**config.mk**
```make
export PLATFORM = sky130hd
export DESIGN_NAME = sgb_ctrl
export DESIGN_NICKNAME = d
export VERILOG_FILES = /design/src/rtl/sgb_pkg.sv /design/src/rtl/sgb_ctrl.sv
export SDC_FILE = /design/constraint.sdc
export NUM_CORES = 1
export LEC_CHECK = 0
export ABC_CLOCK_PERIOD_IN_PS = 3200
export BUFFER_PORTS_ARGS = -buffer_cell sky130_fd_sc_hd__buf_2
export CAP_MARGIN = 40
export CORE_MARGIN = 10
export CORE_UTILIZATION = 50
export CTS_BUF_LIST = sky130_fd_sc_hd__clkbuf_4 sky130_fd_sc_hd__clkbuf_8
export DETAILED_ROUTE_END_ITERATION = 8
export PLACE_DENSITY = 0.76
export SLEW_MARGIN = 20
export SYNTH_ARGS = -nofsm -noshare
export SYNTH_HDL_FRONTEND = slang
export SYNTH_SLANG_ARGS = --single-unit
export TNS_END_PERCENT = 5
```
**constraint.sdc**
```tcl
create_clock -name clk -period 3.2 [get_ports clk]
set_clock_uncertainty 0.05 [all_clocks]
set_input_delay 0.64 -clock clk [delete_from_list [all_inputs] [get_ports clk]]
set_output_delay 0.64 -clock clk [all_outputs]
set_load 0.02 [all_outputs]
```
**src/rtl/sgb_pkg.sv**
```systemverilog
// Shared types, codes and constants of the separable smoothing block.
package sgb_pkg;

  localparam int GridZ      = 256;
  localparam int GridX      = 256;
  localparam int MaxRadius  = 31;
  localparam int TapCount   = 2 * MaxRadius + 1;
  localparam int SampleBits = 16;
  localparam int ZBits      = $clog2(GridZ);
  localparam int XBits      = $clog2(GridX);
  localparam int KBits      = $clog2(TapCount);
  localparam int AccBits    = 2 * SampleBits + KBits;

  typedef enum logic [1:0] {
    ACT_TAP_WR  = 2'd0,
    ACT_SMP_WR  = 2'd1,
    ACT_RUN     = 2'd2,
    ACT_READ    = 2'd3
  } act_t;

  typedef enum logic [1:0] {
    CFG_RADIUS  = 2'd0,
    CFG_ROWS    = 2'd1,
    CFG_COLUMNS = 2'd2
  } cfg_idx_t;

  typedef enum logic [2:0] {
    ST_IDLE,
    ST_RDWAIT,
    ST_MAC,
    ST_DRAIN,
    ST_WRITE,
    ST_DONE
  } state_t;

  typedef struct packed {
    logic             tap_wr;
    logic             smp_wr;
    logic             rd_issue;
    logic             issue;
    logic             first;
    logic             pass;
    logic [XBits-1:0] ix;
    logic [ZBits-1:0] iz;
    logic [KBits-1:0] k;
    logic             wr_result;
    logic             clr_sat;
    logic             load_rd;
    logic             load_run;
  } cmd_t;

  typedef struct packed {
    logic [4:0] radius;
    logic [8:0] rows;
    logic [8:0] cols;
  } status_t;

endpackage

```
**src/rtl/sgb_ctrl.sv**
```systemverilog
// Controller state machine: sequences actions, passes and kernel taps.
module sgb_ctrl (
  input  logic                  clk,
  input  logic                  rst_n,
  input  logic                  in_valid,
  output logic                  in_ready,
  input  logic [1:0]            in_action,
  output logic                  out_valid,
  input  logic                  out_ready,
  input  sgb_pkg::status_t      status,
  output sgb_pkg::cmd_t         cmd
);

  sgb_pkg::state_t state_r, state_nxt;
  logic                       pass_r, pass_nxt;
  logic [sgb_pkg::XBits-1:0]  ix_r, ix_nxt;
  logic [sgb_pkg::ZBits-1:0]  iz_r, iz_nxt;
  logic [sgb_pkg::KBits-1:0]  k_r, k_nxt;
  logic [1:0]                 drain_r, drain_nxt;
  logic                       out_valid_r, out_valid_nxt;
  logic [sgb_pkg::ZBits-1:0]  z_last;
  logic [sgb_pkg::XBits-1:0]  x_last;
  logic [sgb_pkg::KBits-1:0]  k_last;
  logic                       accept;

  assign z_last    = sgb_pkg::ZBits'(status.rows - 9'd1);
  assign x_last    = sgb_pkg::XBits'(status.cols - 9'd1);
  assign k_last    = sgb_pkg::KBits'({status.radius, 1'b0});
  assign out_valid = out_valid_r;

  always_ff @(posedge clk) begin
    if (!rst_n) begin
      state_r     <= sgb_pkg::ST_IDLE;
      out_valid_r <= 1'b0;
      pass_r      <= 1'b0;
      ix_r        <= '0;
      iz_r        <= '0;
      k_r         <= '0;
      drain_r     <= '0;
    end else begin
      state_r     <= state_nxt;
      out_valid_r <= out_valid_nxt;
      pass_r      <= pass_nxt;
      ix_r        <= ix_nxt;
      iz_r        <= iz_nxt;
      k_r         <= k_nxt;
      drain_r     <= drain_nxt;
    end
  end

  always_comb begin
    state_nxt     = state_r;
    pass_nxt      = pass_r;
    ix_nxt        = ix_r;
    iz_nxt        = iz_r;
    k_nxt         = k_r;
    drain_nxt     = drain_r;
    out_valid_nxt = out_valid_r && !out_ready;
    in_ready      = 1'b0;
    accept        = 1'b0;
    cmd           = '0;
    cmd.pass      = pass_r;
    cmd.ix        = ix_r;
    cmd.iz        = iz_r;
    cmd.k         = k_r;
    unique case (state_r)
      sgb_pkg::ST_IDLE: begin
        in_ready = !out_valid_r || out_ready;
        accept   = in_valid && in_ready;
        if (accept) begin
          unique case (sgb_pkg::act_t'(in_action))
            sgb_pkg::ACT_TAP_WR: cmd.tap_wr = 1'b1;
            sgb_pkg::ACT_SMP_WR: cmd.smp_wr = 1'b1;
            sgb_pkg::ACT_RUN: begin
              cmd.clr_sat = 1'b1;
              pass_nxt    = 1'b0;
              ix_nxt      = '0;
              iz_nxt      = '0;
              k_nxt       = '0;
              state_nxt   = sgb_pkg::ST_MAC;
            end
            sgb_pkg::ACT_READ: begin
              cmd.rd_issue = 1'b1;
              state_nxt    = sgb_pkg::ST_RDWAIT;
            end
            default: ;
          endcase
        end
      end
      sgb_pkg::ST_RDWAIT: begin
        cmd.load_rd   = 1'b1;
        out_valid_nxt = 1'b1;
        state_nxt     = sgb_pkg::ST_IDLE;
      end
      sgb_pkg::ST_MAC: begin
        cmd.issue = 1'b1;
        cmd.first = (k_r == '0);
        if (k_r == k_last) begin
          k_nxt     = '0;
          drain_nxt = '0;
          state_nxt = sgb_pkg::ST_DRAIN;
        end else begin
          k_nxt = k_r + 1'b1;
        end
      end
      sgb_pkg::ST_DRAIN: begin
        drain_nxt = drain_r + 2'd1;
        if (drain_r == 2'd1) begin
          state_nxt = sgb_pkg::ST_WRITE;
        end
      end
      sgb_pkg::ST_WRITE: begin
        cmd.wr_result = 1'b1;
        state_nxt     = sgb_pkg::ST_MAC;
        if (iz_r == z_last) begin
          iz_nxt = '0;
          if (ix_r == x_last) begin
            ix_nxt = '0;
            if (pass_r) begin
              state_nxt = sgb_pkg::ST_DONE;
            end else begin
              pass_nxt = 1'b1;
            end
          end else begin
            ix_nxt = ix_r + 1'b1;
          end
        end else begin
          iz_nxt = iz_r + 1'b1;
        end
      end
      sgb_pkg::ST_DONE: begin
        cmd.load_run  = 1'b1;
        out_valid_nxt = 1'b1;
        pass_nxt      = 1'b0;
        state_nxt     = sgb_pkg::ST_IDLE;
      end
      default: state_nxt = sgb_pkg::ST_IDLE;
    endcase
  end

endmodule

```
Word-level counts from Yosys, hierarchy flattened
Cells that the tools add are included.
Widths: inputs -> output; s select.
{"block": "word_totals", "reg_bits": 29, "input_bits": 29, "out_inout_bits": 34, "wordCells": 91}
{"block": "op_classes", "n_addsub": 6, "n_eq_ne": 19, "n_mux": 40, "n_reduce_logical": 19}
{"op": "$mux 8", "n": 5}
{"op": "$pmux 8 s2", "n": 2}
{"op": "$mux 3", "n": 8}
{"op": "$mux 6", "n": 3}
{"op": "$add 8x1->8 const B", "n": 2}
{"op": "$eq 8x8->1", "n": 2}
{"op": "$sub 8x1->8 const B", "n": 2}
{"op": "$mux 1", "n": 15}
{"op": "$pmux 3 s4", "n": 1}
{"op": "$pmux 6 s2", "n": 1}
{"op": "$ne 2x2->1 const B", "n": 5}
{"op": "$reduce_and 4->1", "n": 2}
{"op": "$add 6x1->6 const B", "n": 1}
{"op": "$eq 3x2->1 const B", "n": 2}
{"op": "$eq 3x3->1 const B", "n": 2}
{"op": "$eq 6x6->1", "n": 1}
{"op": "$logic_not 6->1", "n": 1}
{"op": "$pmux 3 s2", "n": 1}
{"op": "$reduce_and 3->1", "n": 2}
{"op": "$reduce_bool 2->1", "n": 3}
{"op": "$reduce_and 5->1", "n": 1}
{"op": "$eq 2x1->1 const B", "n": 2}
{"op": "$eq 2x2->1 const B", "n": 2}
{"op": "$mux 2", "n": 2}
{"op": "other kinds (14)", "n": 16}

Depth between registers and ports, before layout
{"block": "logic_depth", "word_depth": 5, "ltp_mapped": 9, "ltp_nobuf": 8}

Least setup slack after synthesis
OpenSTA, ideal clock, no wires.
{"block": "synth_path", "path_kind": "input port to flip-flop", "startpoint": "input port status[9] (netlist name)", "endpoint": "register state_r[0]", "setup_ps": 72, "t_arrival_ps": 2351, "required_time_ps": 3078, "path_slack_ps": 727, "path_stages": 8, "path_buffers": 0, "cell_sequence": "inv_1 -> ha_1 -> o21bai_1 -> a2111oi_0 -> a311o_1 -> o211ai_2 -> nor4_1 -> a2bb2oi_1"}
{"block": "synth_via", "elab_chain_len": 4}
{"element": "start, declared", "line": "sgb_ctrl.sv:10", "text": "input sgb_pkg::status_t status,"}
{"element": "$sub 8x1->8", "line": "sgb_ctrl.sv:26", "text": "assign z_last = sgb_pkg::ZBits'(status.rows - 9'd1);"}
{"element": "$eq 8x8->1", "line": "sgb_ctrl.sv:115", "text": "if (iz_r == z_last) begin"}
{"element": "$mux 3", "line": "sgb_ctrl.sv:115"}
{"element": "$pmux 3 s4", "line": "sgb_ctrl.sv:66", "text": "unique case (state_r)"}
{"element": "end signal, assigned", "line": "sgb_ctrl.sv:33", "text": "state_r <= sgb_pkg::ST_IDLE;"}
{"element": "end signal, assigned", "line": "sgb_ctrl.sv:41", "text": "state_r <= state_nxt;"}
{"element": "end, declared", "line": "sgb_ctrl.sv:14", "text": "sgb_pkg::state_t state_r, state_nxt;"}
No other way between the ends.
A chain may end at the register's enable or synchronous reset.

Worst setup path in the final report
{"block": "layout_path", "startpoint": "input port status[9] (netlist name)", "endpoint": "register iz_r[1] (netlist name)"}
{"block": "layout_via", "elab_chain_len": 4}
{"element": "$sub 8x1->8", "line": "sgb_ctrl.sv:26"}
{"element": "$eq 8x8->1", "line": "sgb_ctrl.sv:115"}
{"element": "$mux 8", "line": "sgb_ctrl.sv:115"}
{"element": "$pmux 8 s2", "line": "sgb_ctrl.sv:66"}
{"element": "end signal, assigned", "line": "sgb_ctrl.sv:45", "text": "iz_r <= iz_nxt;"}
{"element": "end, declared", "line": "sgb_ctrl.sv:17", "text": "logic [sgb_pkg::ZBits-1:0] iz_r, iz_nxt;"}
No other way between the ends.

==> flow_summary_export.csv <==
group,metric,value,unit
power_and_ir_drop,p_switching,281,uW
logic_synthesis,syn_inst,280,
logic_synthesis,ys_warn_count,0,
floorplanning,die_width,86.5,um
layout,layout-drive-gt1-share,0.249,
run_status,outcome,"completed",
layout,fillCellCount,402,
power_and_ir_drop,swShare,0.316,
sta,whs,0.490,ns
run,cap_violations,0,
floorplanning,die_area,7480,um2
critical_path,reg2regPathDepth,7,
cts,cts_hold_buf,0,
sta,finalCriticalPeriod,2.70,ns
grt,grt_usage,0.162,
logic_synthesis,synth-seq-cells,29,
power_and_ir_drop,p_leak,1.13,nW
route,drt-wirelength-per-cell,15.1,um
sta,finalHoldViolCount,0,
critical_path,r2r_slack,1.02,ns
cts,clock_latency,0.29,ns
grt,grt_overflow,0,
grt,grt_start_max_net_pins,16,
grt,grt_pass1_wl,10.2,mm
cts,cts_resized,0,
min_path,hp-class,"reg2reg",
critical_path,path_cells,"buf_2 -> inv_1 -> ha_1 -> and3b_2 -> o21ai_0 -> a31oi_4 -> a21oi_1 -> nor2_1 -> buf_4 -> nor3_1",
power_and_ir_drop,power_frac_seq,0.432,
critical_path,path_class,"in2reg",
sta,setup_viol,0,
route,vias_per_cell,5.89,
power_and_ir_drop,clkPwrFrac,0.340,
logic_synthesis,synth_area_per_cell,7.90,um2
sta,finalCritPeriodShare,0.843,
sta,drv_slew,0,
route,antenna_left,0,
route,vias,2314,
route,finalWirelength,5.92,mm
logic_synthesis,synth_cell_types,60,
cts,cts_max_path_buffers,2,
critical_path,crit_fanout,8,
sta,rsz0062_at_grt,"no",
sta,final.setup.tns,0,ns
power_and_ir_drop,p_comb_frac,0.229,
logic_synthesis,synth-main-ff-cell,"dfxtp_1",
layout,areaGrowthSynthToFinish,19.3,%
logic_synthesis,ys_seq_area_frac,0.262,
cts,cts.htree.levels,2,
min_path,hold_depth,2,
logic_synthesis,syn-num-nets,316,
route,drt_iter0_markers,205,
cts,post_cts_buffers,0,
cts,cts_tree,"built",
critical_path,critPathSlowestCell,"a21oi_1",
power_and_ir_drop,p_int,608,uW
placement,globalplace.congestion,0.843,
floorplanning,ios,63,
sta,slew_headroom,0.529,
critical_path,start_kind,"input port",
logic_synthesis,syn_area,2210,um2
placement,dp_hpwl,4.55,mm
critical_path,cp_data_required_time,3.35,ns
floorplanning,core-area,4320,um2
cts,numClockSinks,29,
logic_synthesis,synth_edf_count,0,
floorplanning,rows,24,
route,dr.pass1.iters,4,
power_and_ir_drop,power.density,337,nW/um2
sta,tightest_slew,0.702,ns
critical_path,arrival,2.85,ns
logic_synthesis,async_flop_share,0,
cts,path_clk_slew,0.06,ns
critical_path,critPathMaxStageDelay,0.50,ns
power_and_ir_drop,peakVddDrop,255,uV
layout,nets,376,
layout,antennaDiodeCount,0,
placement,io_buffers,60,
cts,clockRootBuffer,"clkbuf_8",
grt,grt_pass1_vias,2246,
grt,antenna_found_initial,0,
floorplanning,initial_utilization,0.512,
route,drc,0,
critical_path,crit_path_end_kind,"flop",
floorplanning,fp.dieH,86.5,um
sta,max_freq,371,MHz
cts,numCtsBuffers,5,
==> final cells by class <==
type / count / area (um2) / share of cell area
repair buffers: 63 / 323 / 0.122
clock buffers: 6 / 76.3 / 0.0289
flip-flops and latches: 29 / 581 / 0.220
clock inverters: 2 / 10.0 / 0.00379
multi-input cells: 226 / 1530 / 0.579
inverters: 15 / 56.3 / 0.0213
well taps: 52 / 65.1 / 0.0246
==> synth_stat cells, drive strengths merged, types with 2 or more instances <==
library cell | instances | share of area
nor2 | 28 | 0.048
ha | 7 | 0.040
dfxtp | 29 | 0.26
nor3 | 17 | 0.041
nand4 | 13 | 0.037
xnor2 | 18 | 0.071
o22ai | 3 | 0.0085
or3 | 5 | 0.014
a31oi | 5 | 0.021
nor4 | 6 | 0.024
and3 | 4 | 0.012
nand3 | 17 | 0.038
nor3b | 2 | 0.0068
o211ai | 5 | 0.019
nor2b | 3 | 0.0085
inv | 15 | 0.025
a2111oi | 2 | 0.016
a211oi | 5 | 0.017
a21oi | 9 | 0.020
clkbuf | 6 | 0.010
o31ai | 2 | 0.013
nand2 | 19 | 0.032
o21ai | 9 | 0.020
xor2 | 15 | 0.059
and2 | 3 | 0.0091
nor4b | 2 | 0.0079
buf | 4 | 0.011
nand2b | 5 | 0.014
==> final timing paths <==
| path | from | endpoint |
|---|---|---|
| max | status[9] | iz_r[1] |
| min | iz_r[0] | iz_r[0] |
| max reg2reg | iz_r[5] | iz_r[2] |
| min reg2reg | iz_r[0] | iz_r[0] |
==> power groups by stage <==
stage / logic (mW) / clock network, mW / registers [mW]
3_5_place_dp: 0.202 / 0 / 0.392
2_1_floorplan: 0.138 / 0 / 0.387
3_3_place_gp: 0.197 / 0 / 0.391
6_report: 0.203 / 0.302 / 0.384
4_1_cts: 0.204 / 0.309 / 0.383
5_1_grt: 0.227 / 0.319 / 0.387
==> cells in the final DEF, fill, tap and decap left out, types with 3 or more instances in the layout <==
cell type / n
or3_1: 5
inv_1: 15
buf_4: 3
and3_1: 3
a31oi_1: 4
nor3_1: 16
nand2b_1: 5
xnor2_1: 18
nand3_1: 17
dfxtp_1: 29
a21oi_1: 9
buf_2: 60
nand2_1: 19
xor2_1: 15
nor4_1: 5
nor2_1: 28
nand4_1: 13
clkbuf_8: 5
ha_1: 7
a211oi_1: 5
o211ai_1: 4
o21ai_0: 9
o22ai_1: 3
nor2b_1: 3
==> registers in the layout, indices dropped and copies added (netlist names) <==
name       count
state_r        3
pass_r         1
ix_r           8
drain_r        2
k_r            6
iz_r           8
out_valid      1
==> cell families after synthesis <==
| family | after synthesis | share of synthesized area |
|---|---|---|
| simple gates | 129 | 0.311 |
| compound gates | 55 | 0.201 |
| xor+xnor | 33 | 0.131 |
| flops | 29 | 0.262 |
| buf+inv | 25 | 0.0464 |
| fa+ha+maj | 7 | 0.0396 |
| mux | 2 | 0.00962 |
==> metrics by stage <==
| stage | utilization | worst slack (ns) | power (mW) | instances | area (um2) |
|---|---|---|---|---|---|
| 3_3_place_gp | 0.591 | 0.326 | 0.588 | 385 | 2550 |
| 2_1_floorplan | - | 0.727 | 0.525 | 280 | 2210 |
| 4_1_cts | 0.611 | 0.520 | 0.896 | 393 | 2640 |
| 3_5_place_dp | 0.591 | 0.247 | 0.594 | 385 | 2550 |
| 6_report | 0.611 | 0.503 | 0.889 | 393 | 2640 |
| 5_1_grt | 0.611 | 0.287 | 0.933 | 393 | 2640 |
==> metal layers <==
metal,wire length [um],global-route usage
met3,418,0.0403
met2,2880,0.268
met1,2530,0.195
met5,0,0
met4,100,0.0619
==> critical path: cells and delay by family <==
family | cells | cell delay, ns
AND/OR/NAND/NOR | 3 | 0.57
AO/OA/AOI/OAI | 3 | 0.94
buffers and inverters | 3 | 0.40
adder cells (fa/ha/maj) | 1 | 0.30
Power figures use the tool's default switching activity.
